`src/hw/rtl/vrdc_pkg.sv`:
```
// Shared types, constants and the seven-segment decoder for the decade counter.
package vrdc_pkg;

  localparam int unsigned StickW = 10;
  localparam int unsigned DigitW = 4;
  localparam int unsigned SegW   = 7;
  localparam int unsigned SpeedW = 2;
  localparam int unsigned PreW   = 3;

  localparam logic [StickW-1:0] UpperRst = 10'd800;
  localparam logic [StickW-1:0] LowerRst = 10'd200;

  localparam logic [SpeedW-1:0] SpeedMin = 2'd1;
  localparam logic [SpeedW-1:0] SpeedMid = 2'd2;
  localparam logic [SpeedW-1:0] SpeedMax = 2'd3;

  localparam logic [DigitW-1:0] DigitLast = 4'd9;

  // configuration register indexes
  typedef enum logic {
    CfgUpper = 1'b0,
    CfgLower = 1'b1
  } cfg_idx_e;

  typedef enum logic [2:0] {
    PhIdle     = 3'd0,
    PhRun      = 3'd1,
    PhRunRel   = 3'd2,
    PhPause    = 3'd3,
    PhPauseRel = 3'd4
  } phase_e;

  typedef struct packed {
    logic [DigitW-1:0] digit;
    logic [SegW-1:0]   segments;
    logic              running;
  } result_t;

  // bit0 = segment a ... bit6 = segment g
  function automatic logic [SegW-1:0] seg_decode(input logic [DigitW-1:0] d);
    logic [SegW-1:0] s;
    case (d)
      4'd0:    s = 7'h3F;
      4'd1:    s = 7'h06;
      4'd2:    s = 7'h5B;
      4'd3:    s = 7'h4F;
      4'd4:    s = 7'h66;
      4'd5:    s = 7'h6D;
      4'd6:    s = 7'h7D;
      4'd7:    s = 7'h07;
      4'd8:    s = 7'h7F;
      4'd9:    s = 7'h6F;
      default: s = 7'h00;
    endcase
    return s;
  endfunction

endpackage

```
`src/hw/rtl/vrdc_if.sv`:
```
// Request channel interfaces for tick requests and display results.
interface vrdc_in_if;
  logic       valid;
  logic       ready;
  logic       button_level;
  logic [9:0] stick_sample;

  modport source (output valid, button_level, stick_sample, input ready);
  modport sink   (input valid, button_level, stick_sample, output ready);
endinterface

interface vrdc_out_if;
  logic       valid;
  logic       ready;
  logic [3:0] digit;
  logic [6:0] segments;
  logic       running;

  modport source (output valid, digit, segments, running, input ready);
  modport sink   (input valid, digit, segments, running, output ready);
endinterface

```
`src/hw/rtl/vrdc_core.sv`:
```
// Speed level, start/pause machine, prescaler and digit state with per-tick update.
module vrdc_core import vrdc_pkg::*; (
  input  logic              clk_i,
  input  logic              rst_ni,
  input  logic              step_i,
  input  logic              button_level_i,
  input  logic [StickW-1:0] stick_sample_i,
  input  logic [StickW-1:0] upper_i,
  input  logic [StickW-1:0] lower_i,
  output result_t           result_o
);

  phase_e            phase_q, phase_d;
  logic [SpeedW-1:0] speed_q, speed_d;
  logic [PreW-1:0]   pre_q, pre_d;
  logic [DigitW-1:0] digit_q, digit_d;

  logic [PreW-1:0]   pre_inc;
  logic [PreW-1:0]   period;
  logic              run;
  logic [DigitW-1:0] digit_adv;

  // speed nudge: upper band wins
  always_comb begin
    speed_d = speed_q;
    if (stick_sample_i > upper_i) begin
      if (speed_q < SpeedMax) speed_d = speed_q + SpeedW'(1);
    end else if (stick_sample_i < lower_i) begin
      if (speed_q > SpeedMin) speed_d = speed_q - SpeedW'(1);
    end
  end

  // phase machine
  always_comb begin
    unique case (phase_q)
      PhRun:      phase_d = button_level_i ? PhRunRel   : PhRun;
      PhRunRel:   phase_d = button_level_i ? PhRunRel   : PhPause;
      PhPause:    phase_d = button_level_i ? PhPauseRel : PhPause;
      PhPauseRel: phase_d = button_level_i ? PhPauseRel : PhRun;
      default:    phase_d = button_level_i ? PhIdle     : PhRun;
    endcase
  end

  always_comb begin
    run = (phase_d == PhRun) || (phase_d == PhRunRel);
  end

  // prescaler period judged against the new speed
  always_comb begin
    case (speed_d)
      SpeedMax: period = PreW'(1);
      SpeedMid: period = PreW'(2);
      default:  period = PreW'(4);
    endcase
    pre_inc   = pre_q + PreW'(1);
    digit_adv = (digit_q >= DigitLast) ? '0 : digit_q + DigitW'(1);
    pre_d     = pre_q;
    digit_d   = (digit_q > DigitLast) ? '0 : digit_q;
    if (run) begin
      if (pre_inc >= period) begin
        pre_d   = '0;
        digit_d = digit_adv;
      end else begin
        pre_d   = pre_inc;
      end
    end
  end

  always_ff @(posedge clk_i or negedge rst_ni) begin
    if (!rst_ni) begin
      phase_q <= PhIdle;
      speed_q <= SpeedMid;
      pre_q   <= '0;
      digit_q <= '0;
    end else if (step_i) begin
      phase_q <= phase_d;
      speed_q <= speed_d;
      pre_q   <= pre_d;
      digit_q <= digit_d;
    end
  end

  always_comb begin
    result_o.digit    = digit_d;
    result_o.segments = seg_decode(digit_d);
    result_o.running  = run;
  end

endmodule

```
`src/hw/rtl/variable_rate_decade_counter_7seg_top.sv`:
```
// Top level of the variable-rate decade counter with seven-segment output.
//
// Usage
//   in_if  : one request per timer tick, carrying the raw button level
//            (0 = pressed) and a 10-bit joystick sample.
//   out_if : one result request per tick: digit, seven-segment pattern,
//            running flag.
//   cfg_*  : write port for the two stick thresholds; index 0 upper,
//            index 1 lower. Write only while no tick is in flight.
// Timing
//   A tick lands in the input register, then moves into the state and the
//   result register when out_if can take it; its result is then valid on out_if.
//   One tick per cycle is sustained while out_if.ready stays high; the state
//   update sits between the input register and the result register.
// Reset
//   Phase idle, speed level 2, prescaler and digit 0, thresholds 800/200.
// Backpressure
//   While out_if.ready is low a valid result register holds; the input
//   register may still fill, so one more tick is taken before in_if.ready
//   drops.
module variable_rate_decade_counter_7seg_top import vrdc_pkg::*; (
  input  logic              clk_i,
  input  logic              rst_ni,
  vrdc_in_if.sink           in_if,
  vrdc_out_if.source        out_if,
  input  logic              cfg_we_i,
  input  logic              cfg_idx_i,
  input  logic [StickW-1:0] cfg_wdata_i
);

  logic [StickW-1:0] upper_q, lower_q;

  // input register
  logic              in_vld_q;
  logic              btn_q;
  logic [StickW-1:0] stick_q;

  // result register
  logic    out_vld_q;
  result_t res_q;
  result_t res_d;

  logic step;     // input register moves into the state/result
  logic in_take;  // new request accepted

  always_comb begin
    step    = in_vld_q && (!out_vld_q || out_if.ready);
    in_take = in_if.valid && in_if.ready;
  end

  assign in_if.ready = !in_vld_q || step;

  // threshold registers
  always_ff @(posedge clk_i or negedge rst_ni) begin
    if (!rst_ni) begin
      upper_q <= UpperRst;
      lower_q <= LowerRst;
    end else if (cfg_we_i) begin
      unique case (cfg_idx_e'(cfg_idx_i))
        CfgUpper: upper_q <= cfg_wdata_i;
        CfgLower: lower_q <= cfg_wdata_i;
        default:  ;
      endcase
    end
  end

  always_ff @(posedge clk_i or negedge rst_ni) begin
    if (!rst_ni) begin
      in_vld_q <= 1'b0;
    end else if (in_if.ready) begin
      in_vld_q <= in_if.valid;
    end
  end

  always_ff @(posedge clk_i) begin
    if (in_take) begin
      btn_q   <= in_if.button_level;
      stick_q <= in_if.stick_sample;
    end
  end

  vrdc_core u_core (
    .clk_i          (clk_i),
    .rst_ni         (rst_ni),
    .step_i         (step),
    .button_level_i (btn_q),
    .stick_sample_i (stick_q),
    .upper_i        (upper_q),
    .lower_i        (lower_q),
    .result_o       (res_d)
  );

  always_ff @(posedge clk_i or negedge rst_ni) begin
    if (!rst_ni) begin
      out_vld_q <= 1'b0;
    end else if (step) begin
      out_vld_q <= 1'b1;
    end else if (out_if.ready) begin
      out_vld_q <= 1'b0;
    end
  end

  always_ff @(posedge clk_i) begin
    if (step) begin
      res_q <= res_d;
    end
  end

  assign out_if.valid    = out_vld_q;
  assign out_if.digit    = res_q.digit;
  assign out_if.segments = res_q.segments;
  assign out_if.running  = res_q.running;

endmodule

```
`src/flat_wrapper.sv`:
```
// flat-port wrapper written by rule: the top's interface ports become plain ports
module variable_rate_decade_counter_7seg_top_flat import vrdc_pkg::*;
  (clk_i, rst_ni, cfg_we_i, cfg_idx_i, cfg_wdata_i, in_if_valid, in_if_button_level, in_if_stick_sample, in_if_ready, out_if_valid, out_if_digit, out_if_segments, out_if_running, out_if_ready);
  vrdc_in_if in_if_i ();
  vrdc_out_if out_if_i ();
  input  logic clk_i;
  input  logic rst_ni;
  input  logic cfg_we_i;
  input  logic cfg_idx_i;
  input  logic [StickW-1:0] cfg_wdata_i;
  input wire logic [$bits(in_if_i.valid)-1:0] in_if_valid;
  input wire logic [$bits(in_if_i.button_level)-1:0] in_if_button_level;
  input wire logic [$bits(in_if_i.stick_sample)-1:0] in_if_stick_sample;
  output wire logic [$bits(in_if_i.ready)-1:0] in_if_ready;
  output wire logic [$bits(out_if_i.valid)-1:0] out_if_valid;
  output wire logic [$bits(out_if_i.digit)-1:0] out_if_digit;
  output wire logic [$bits(out_if_i.segments)-1:0] out_if_segments;
  output wire logic [$bits(out_if_i.running)-1:0] out_if_running;
  input wire logic [$bits(out_if_i.ready)-1:0] out_if_ready;
  assign in_if_i.valid = in_if_valid;
  assign in_if_i.button_level = in_if_button_level;
  assign in_if_i.stick_sample = in_if_stick_sample;
  assign in_if_ready = in_if_i.ready;
  assign out_if_valid = out_if_i.valid;
  assign out_if_digit = out_if_i.digit;
  assign out_if_segments = out_if_i.segments;
  assign out_if_running = out_if_i.running;
  assign out_if_i.ready = out_if_ready;
  variable_rate_decade_counter_7seg_top u_core (.clk_i(clk_i), .rst_ni(rst_ni), .in_if(in_if_i), .out_if(out_if_i), .cfg_we_i(cfg_we_i), .cfg_idx_i(cfg_idx_i), .cfg_wdata_i(cfg_wdata_i));
endmodule
```
`config.mk`:
```
export PLATFORM = sky130hd
export DESIGN_NAME = variable_rate_decade_counter_7seg_top_flat
export DESIGN_NICKNAME = d
export VERILOG_FILES = /design/src/hw/rtl/vrdc_pkg.sv /design/src/hw/rtl/vrdc_if.sv /design/src/hw/rtl/vrdc_core.sv /design/src/hw/rtl/variable_rate_decade_counter_7seg_top.sv /design/src/flat_wrapper.sv
export SDC_FILE = /design/constraint.sdc
export NUM_CORES = 1
export LEC_CHECK = 0
export ABC_CLOCK_PERIOD_IN_PS = 4200
export BUFFER_PORTS_ARGS = -buffer_cell sky130_fd_sc_hd__buf_2
export CAP_MARGIN = 40
export CORE_MARGIN = 2
export CORE_UTILIZATION = 52
export DETAILED_ROUTE_END_ITERATION = 10
export PLACE_DENSITY = 0.76
export SLEW_MARGIN = 10
export SYNTH_ARGS = -nofsm -noshare
export SYNTH_HDL_FRONTEND = slang
export SYNTH_SLANG_ARGS = --single-unit
```
`constraint.sdc`:
```
create_clock -name clk_i -period 4.2 [get_ports clk_i]
set_input_delay 0 -clock clk_i [delete_from_list [all_inputs] [get_ports clk_i]]
set_output_delay 0 -clock clk_i [all_outputs]
set_load 0.01 [all_outputs]
```
# After elaboration in Yosys (flattened, before gate mapping)
# Memories as Yosys holds them, arrays and structs flattened. A register that Yosys moved wholly into a read port is not among the register bits.
# Index checks and enable logic that the tools add are counted.
# op_classes
addsub,4
order_cmp,7
n_eq_ne,8
muxes,18
bitwise,1
reduce_logical,11
# op_table
cell,count
two-way mux 4 bit,4
case mux 3 bit (4 select lines),1
> comparator 10 bit,1
< comparator 10 bit,1
two-way mux 2 bit,5
"equality test 3 x 2 -> 1 bit, second input constant",3
two-way mux 3 bit,3
"equality test 3 x 1 -> 1 bit, second input constant",2
case mux 3 bit (2 select lines),1
AND reduction 2 bit,3
"adder 4 x 1 -> 4 bit, second input constant",1
"equality test 2 bit, second input constant",2
">= comparator 4 bit, second input constant",1
"> comparator 4 bit, second input constant",1
two-way mux 1 bit,4
"adder 3 x 1 -> 3 bit, second input constant",1
"equality test 3 bit, second input constant",1
>= comparator 3 bit,1
logical OR 1 bit,3
"adder 2 x 1 -> 2 bit, second input constant",1
"> comparator 2 x 1 -> 1 bit, second input constant",1
logical AND 1 bit,2
logical NOT 1 bit,2
"< comparator 2 bit, second input constant",1
3 further kinds,3
# totals
register_bits,50
rom_bits,112
output_inout_bits,14
n_memories,1
# mem_list
name,words,width,rd,rd_ports_with_merged_regs,write_ports,line,rtl
(no name shown),16,7,1,1,0,vrdc_pkg.sv:42,case (d)

# Logic depth before layout (Yosys ltp)
# logic_depth
word_depth,9
ltp_mapped,20
mapped_depth_nobuf,19

# Cells and area by module
# From an unflattened synthesis, not the netlist that was laid out.
# unflattened
cells_unflattened,275
area_unflattened_um2,3219.3
# by_module_without_submodules
mod,instances,cells_per_inst,area_each_um2,seq_area_each_um2
vrdc_core,1,201,1645.3,301.5
variable_rate_decade_counter_7seg_top,1,74,1574.0,1248.7

# Least setup slack after synthesis
# No wires, ideal clock.
# synth_path
path_type,register to register
start,register u_core.upper_q[9]
end,"register, netlist name u_core.out_if.segments[3]"
arrival_ns,3.826
required_time_ns,3.936
setup_slack_ns,0.110
path_stages_with_launch,20
synth_period_minus_slack_ns,4.090
cell_sequence,dfstp_2 inv_1 ha_1 nand4_1 nor3_1 a211oi_1 a32o_1 clkbuf_1 nor2_1 a31oi_1 ha_1 and2b_2 o21a_1 nor2_1 a21oi_1 a221oi_1 inv_1 ha_1 nand3_1 nand3_1
# synth_lines
element,line,rtl
start: declaration,variable_rate_decade_counter_7seg_top.sv:31,"logic [StickW-1:0] upper_q, lower_q;"
start signal: assignment,variable_rate_decade_counter_7seg_top.sv:56,upper_q <= UpperRst;
start signal: assignment,variable_rate_decade_counter_7seg_top.sv:60,CfgUpper: upper_q <= cfg_wdata_i;

# Worst setup path in the final report
# layout_path
start,register u_core.upper_q[9]
end,"register, netlist name u_core.out_if.segments[5]"
# layout_between
elab_chain_len,7
elab_cells_between_ends,8
classes_between,order compare (2); eq/ne (2); mux (4)
# layout_lines
element,line,rtl
> comparator 10 bit *,vrdc_core.sv:26,if (stick_sample_i > upper_i) begin
two-way mux 2 bit *,vrdc_core.sv:26,
equality test 2 bit,vrdc_core.sv:50,case (speed_d)
case mux 3 bit (2 select lines) *,vrdc_core.sv:50,
>= comparator 3 bit *,vrdc_core.sv:60,if (pre_inc >= period) begin
two-way mux 4 bit *,vrdc_core.sv:60,
two-way mux 4 bit *,vrdc_core.sv:59,if (run) begin
# Mark *: on every way between the ends. The rest lies on a longest branch, timed or not.
# A chain may end at the register's enable or synchronous reset.

==> flow_summary_export.csv <==
group,metric,value,unit
synth,synth.avg_cell_area,10.9,µm²
worst_setup_path,crit_arrival,4110,ps
floorplanning,core_area,5850,µm²
floorplanning,io_pins,41,
worst_setup_path,worstPathRequired,4380,ps
grt,grt_remaining_overflow,0,
route,vias,2328,
worst_setup_path,worst_path_max_delay_cell,"dfstp_2",
timing,min_period,3940,ps
power,p_switching,0.000945,W
synth,netlist.area_leader.share,22.1,%
floorplanning,die_h,81.6,µm
worst_setup_path,crit_fanout,9,
timing,report.final.slew_viol_count,0,
power,finalPower,0.00246,W
timing,setup_tns,0,ps
route,viasPerCell,5.30,
cts,clockRootBuffer,"clkbuf_8",
placement,dp_hpwl,4270,µm
power,peakVddDrop,311,µV
floorplanning,die_x,81.6,µm
placement,routabilityCongestion,0.812,
timing,whs,158,ps
floorplanning,start_util,53.5,%
power,p_comb_share,46.1,%
worst_hold_path,min_path_type,"in -> reg",
grt,track_usage,20.5,%
cts,cts.sinks,57,
synth,synthTopCellsByArea,"edfxtp_1 (22%), dfrtp_1 (22%), ha_1 (14%)",
timing,final_hold_viol_count,0,
synth,ys.warnings.count,0,
timing,fmax,254,MHz
worst_setup_path,ff2ff_setup_slack,260,ps
run,maxCapViolCount,0,
synth,synth_area_leader_cell,"edfxtp_1",
cts,clock_latency,330,ps
timing,period_share,93.7,%
timing,rsz0062_at_grt,"false",
placement,place_inst,398,
synth,syn_inst,286,
synth,yosysSeqAreaShare,49.5,%
power,p_clk_share,19.1,%
worst_setup_path,crit_type,"reg -> reg",
route,drt_iter0_markers,144,
route,route.detailed.drc,0,
timing,setup_viol,0,
cells_and_area,drive_gt1_share,25.3,%
floorplanning,row_count,28,
worst_setup_path,slowest_delay,510,ps
cts,cts_buffers,9,
cts,htree_levels,3,
worst_setup_path,cp-end-kind,"flop",
synth,synth_top_flop_cell,"dfrtp_1",
synth,synth_fp_nets,348,
synth,synthArstFlopShare,59.6,%
timing,tightest_slew,761,ps
cells_and_area,nets,421,
synth,yosysUniqueCellTypes,48,
grt,grt_max_degree,35,
route,post_drt_wl_per_cell,13.9,µm
placement,portBuffers,40,
cells_and_area,fin_cells,439,
synth,yosys_register_bits,57,
cts,postCtsSetupRepairBufs,0,
floorplanning,dieArea,6650,µm²
worst_setup_path,cp_cell_sequence,"inv_1 > ha_1 > nand4_1 > nor3_2 > a211oi_1 > a32o_2 > nor2_1 > a31oi_1 > ha_1 > and2b_2 > o21a_2 > o21ai_0 > o2bb2ai_4 > ha_1 > inv_1 > or3_1 > o211ai_1",
worst_setup_path,crit_top_cell,"ha_1",
power,total_leakage_power,1.79,nW
cells_and_area,num_antenna_cells,0,
cts,cts_tree,"done",
power,p_int,0.00152,W
worst_hold_path,whs_path_depth,5,
route,ant_nets,0,
grt,grt_pass1_vias,2274,
outcome,outcome,"completed",
worst_setup_path,worstSetupStartpointType,"flop",
synth,synth-edff-count,23,
grt,grt_first_pass_wirelength,10200,µm
power,power_density,633,nW/µm²
timing,fin_skew,7.56,ps
grt,antenna_found_initial,0,
cts,clk_pin_slew,60,ps
cts,cts_buffer_depth,2,
timing,maxSlewHeadroom,49.2,%
route,first_pass_iters,4,
synth,synth_area,3130,µm²
route,drt_wl_total,6090,µm
cells_and_area,area_delta_synth_final,24.4,%
power,p_seq_share,34.8,%
worst_setup_path,reg2reg_depth,17,
power,power.share.switching,38.4,%
==> layer usage <==
| layer | global-route usage (%) | wire length [µm] | vias up |
|---|---|---|---|
| met5 | 0 | 0 | - |
| met4 | 9.17 | 147 | 0 |
| met3 | 6.26 | 268 | 16 |
| met2 | 32.4 | 2850 | 55 |
| met1 | 26.1 | 2820 | 1095 |
| li1 | - | - | 1162 |
==> final timing paths <==
check	start	to
setup reg to reg	u_core.upper_q[9]	u_core.out_if.segments[5]
hold / removal	cfg_idx_i	u_core.upper_q[9]
setup / recovery	u_core.upper_q[9]	u_core.out_if.segments[5]
hold reg to reg	u_core.in_vld_q	u_core.out_if.valid
min in group asynchronous	rst_ni	u_core.upper_q[4]
max in group asynchronous	rst_ni	u_core.upper_q[7]
==> kinds of logic (layout without fill, tap and decap cells) <==
| family | count (synthesis) | in the layout | synth area share (%) |
|---|---|---|---|
| XOR/XNOR | 2 | 2 | 0.560 |
| AND/OR/NAND/NOR | 79 | 79 | 12.5 |
| adder cells (fa/ha/maj) | 35 | 35 | 14.0 |
| multiplexers | 15 | 15 | 5.28 |
| AO/OA/AOI/OAI | 60 | 60 | 13.4 |
| buffers and inverters | 38 | 116 | 4.72 |
| flip-flops | 57 | 57 | 49.5 |
==> registers in the layout, summed over array words and instances (netlist names) <==
register,flops
u_core.out_if.segments,7
u_core.lower_q,10
u_core.upper_q,10
u_core.out_if.valid,1
u_core.stick_q,10
u_core.btn_q,1
u_core.u_core.pre_q,3
u_core.u_core.digit_q,4
u_core.out_if.running,1
u_core.u_core.speed_q,2
u_core.u_core.phase_q,3
u_core.out_if.digit,4
u_core.in_vld_q,1
==> repair_timing <==
| item | in CTS | in global routing |
|---|---|---|
| endpoints found under the setup margin | 0 | 7 |
| hold endpoints to repair | 60 | 0 |
| hold buffers | 25 | 0 |
| gates resized for setup | 0 | 8 |
==> layout make-up <==
| class | count | area, µm² |
|---|---|---|
| clock buffer | 14 | 174 |
| inverter | 33 | 129 |
| sequential | 57 | 1550 |
| tap | 75 | 93.8 |
| clock inverter | 2 | 10.0 |
| multi-input combinational | 191 | 1470 |
| fill | 435 | 1960 |
| timing repair buffer | 67 | 465 |
==> cells in the final DEF (no fill, tap or decap), drive strengths merged, types with 5 or more instances in the layout <==
cell | synthesis | routed
buf | 0 | 42
nand2 | 38 | 38
ha | 35 | 35
inv | 31 | 31
dfrtp | 27 | 27
dlygate4sd3 | 0 | 25
o21ai | 24 | 24
edfxtp | 23 | 23
clkbuf | 5 | 14
mux2 | 12 | 12
a21oi | 11 | 11
nand2b | 8 | 8
dfstp | 7 | 7
nand3 | 6 | 6
nor2 | 5 | 5
nor3 | 5 | 5
==> worst max-delay path, delay by kind of cell, from the launching register on <==
kind,cells,cell delay [ps]
adders and majority gates,3,770
buffers and inverters,2,90
AOI/OAI and AO/OA,7,1320
DFF,1,510
and+or+nand+nor,5,1080
==> power by group through the flow <==
| stage | logic [W] | registers, W | clock network, W |
|---|---|---|---|
| 3_5_place_dp | 0.00105 | 0.000866 | 0 |
| 5_1_grt | 0.00129 | 0.000875 | 0.000513 |
| 2_1_floorplan | 0.000764 | 0.000876 | 0 |
| 6_report | 0.00113 | 0.000858 | 0.000470 |
| 4_1_cts | 0.00107 | 0.000856 | 0.000483 |
| 3_3_place_gp | 0.00101 | 0.000857 | 0 |
==> synthesized netlist by cell type (all sizes together) (6+ instances only) <==
master / instances
nand2: 38
a21oi: 11
dfrtp: 27
ha: 35
nand2b: 8
edfxtp: 23
nand3: 6
inv: 31
mux2: 12
o21ai: 24
dfstp: 7
==> through the flow <==
step           utilization [%]  instance area [µm²]  setup WS (ps)
6_report                  66.5                 3890            264
5_1_grt                   66.5                 3890           5.83
3_5_place_dp              58.4                 3420           60.2
2_1_floorplan                -                 3130            110
4_1_cts                   65.9                 3850           42.3
3_3_place_gp              58.4                 3420            224
Note: power is estimated with default switching activity, not from simulation.
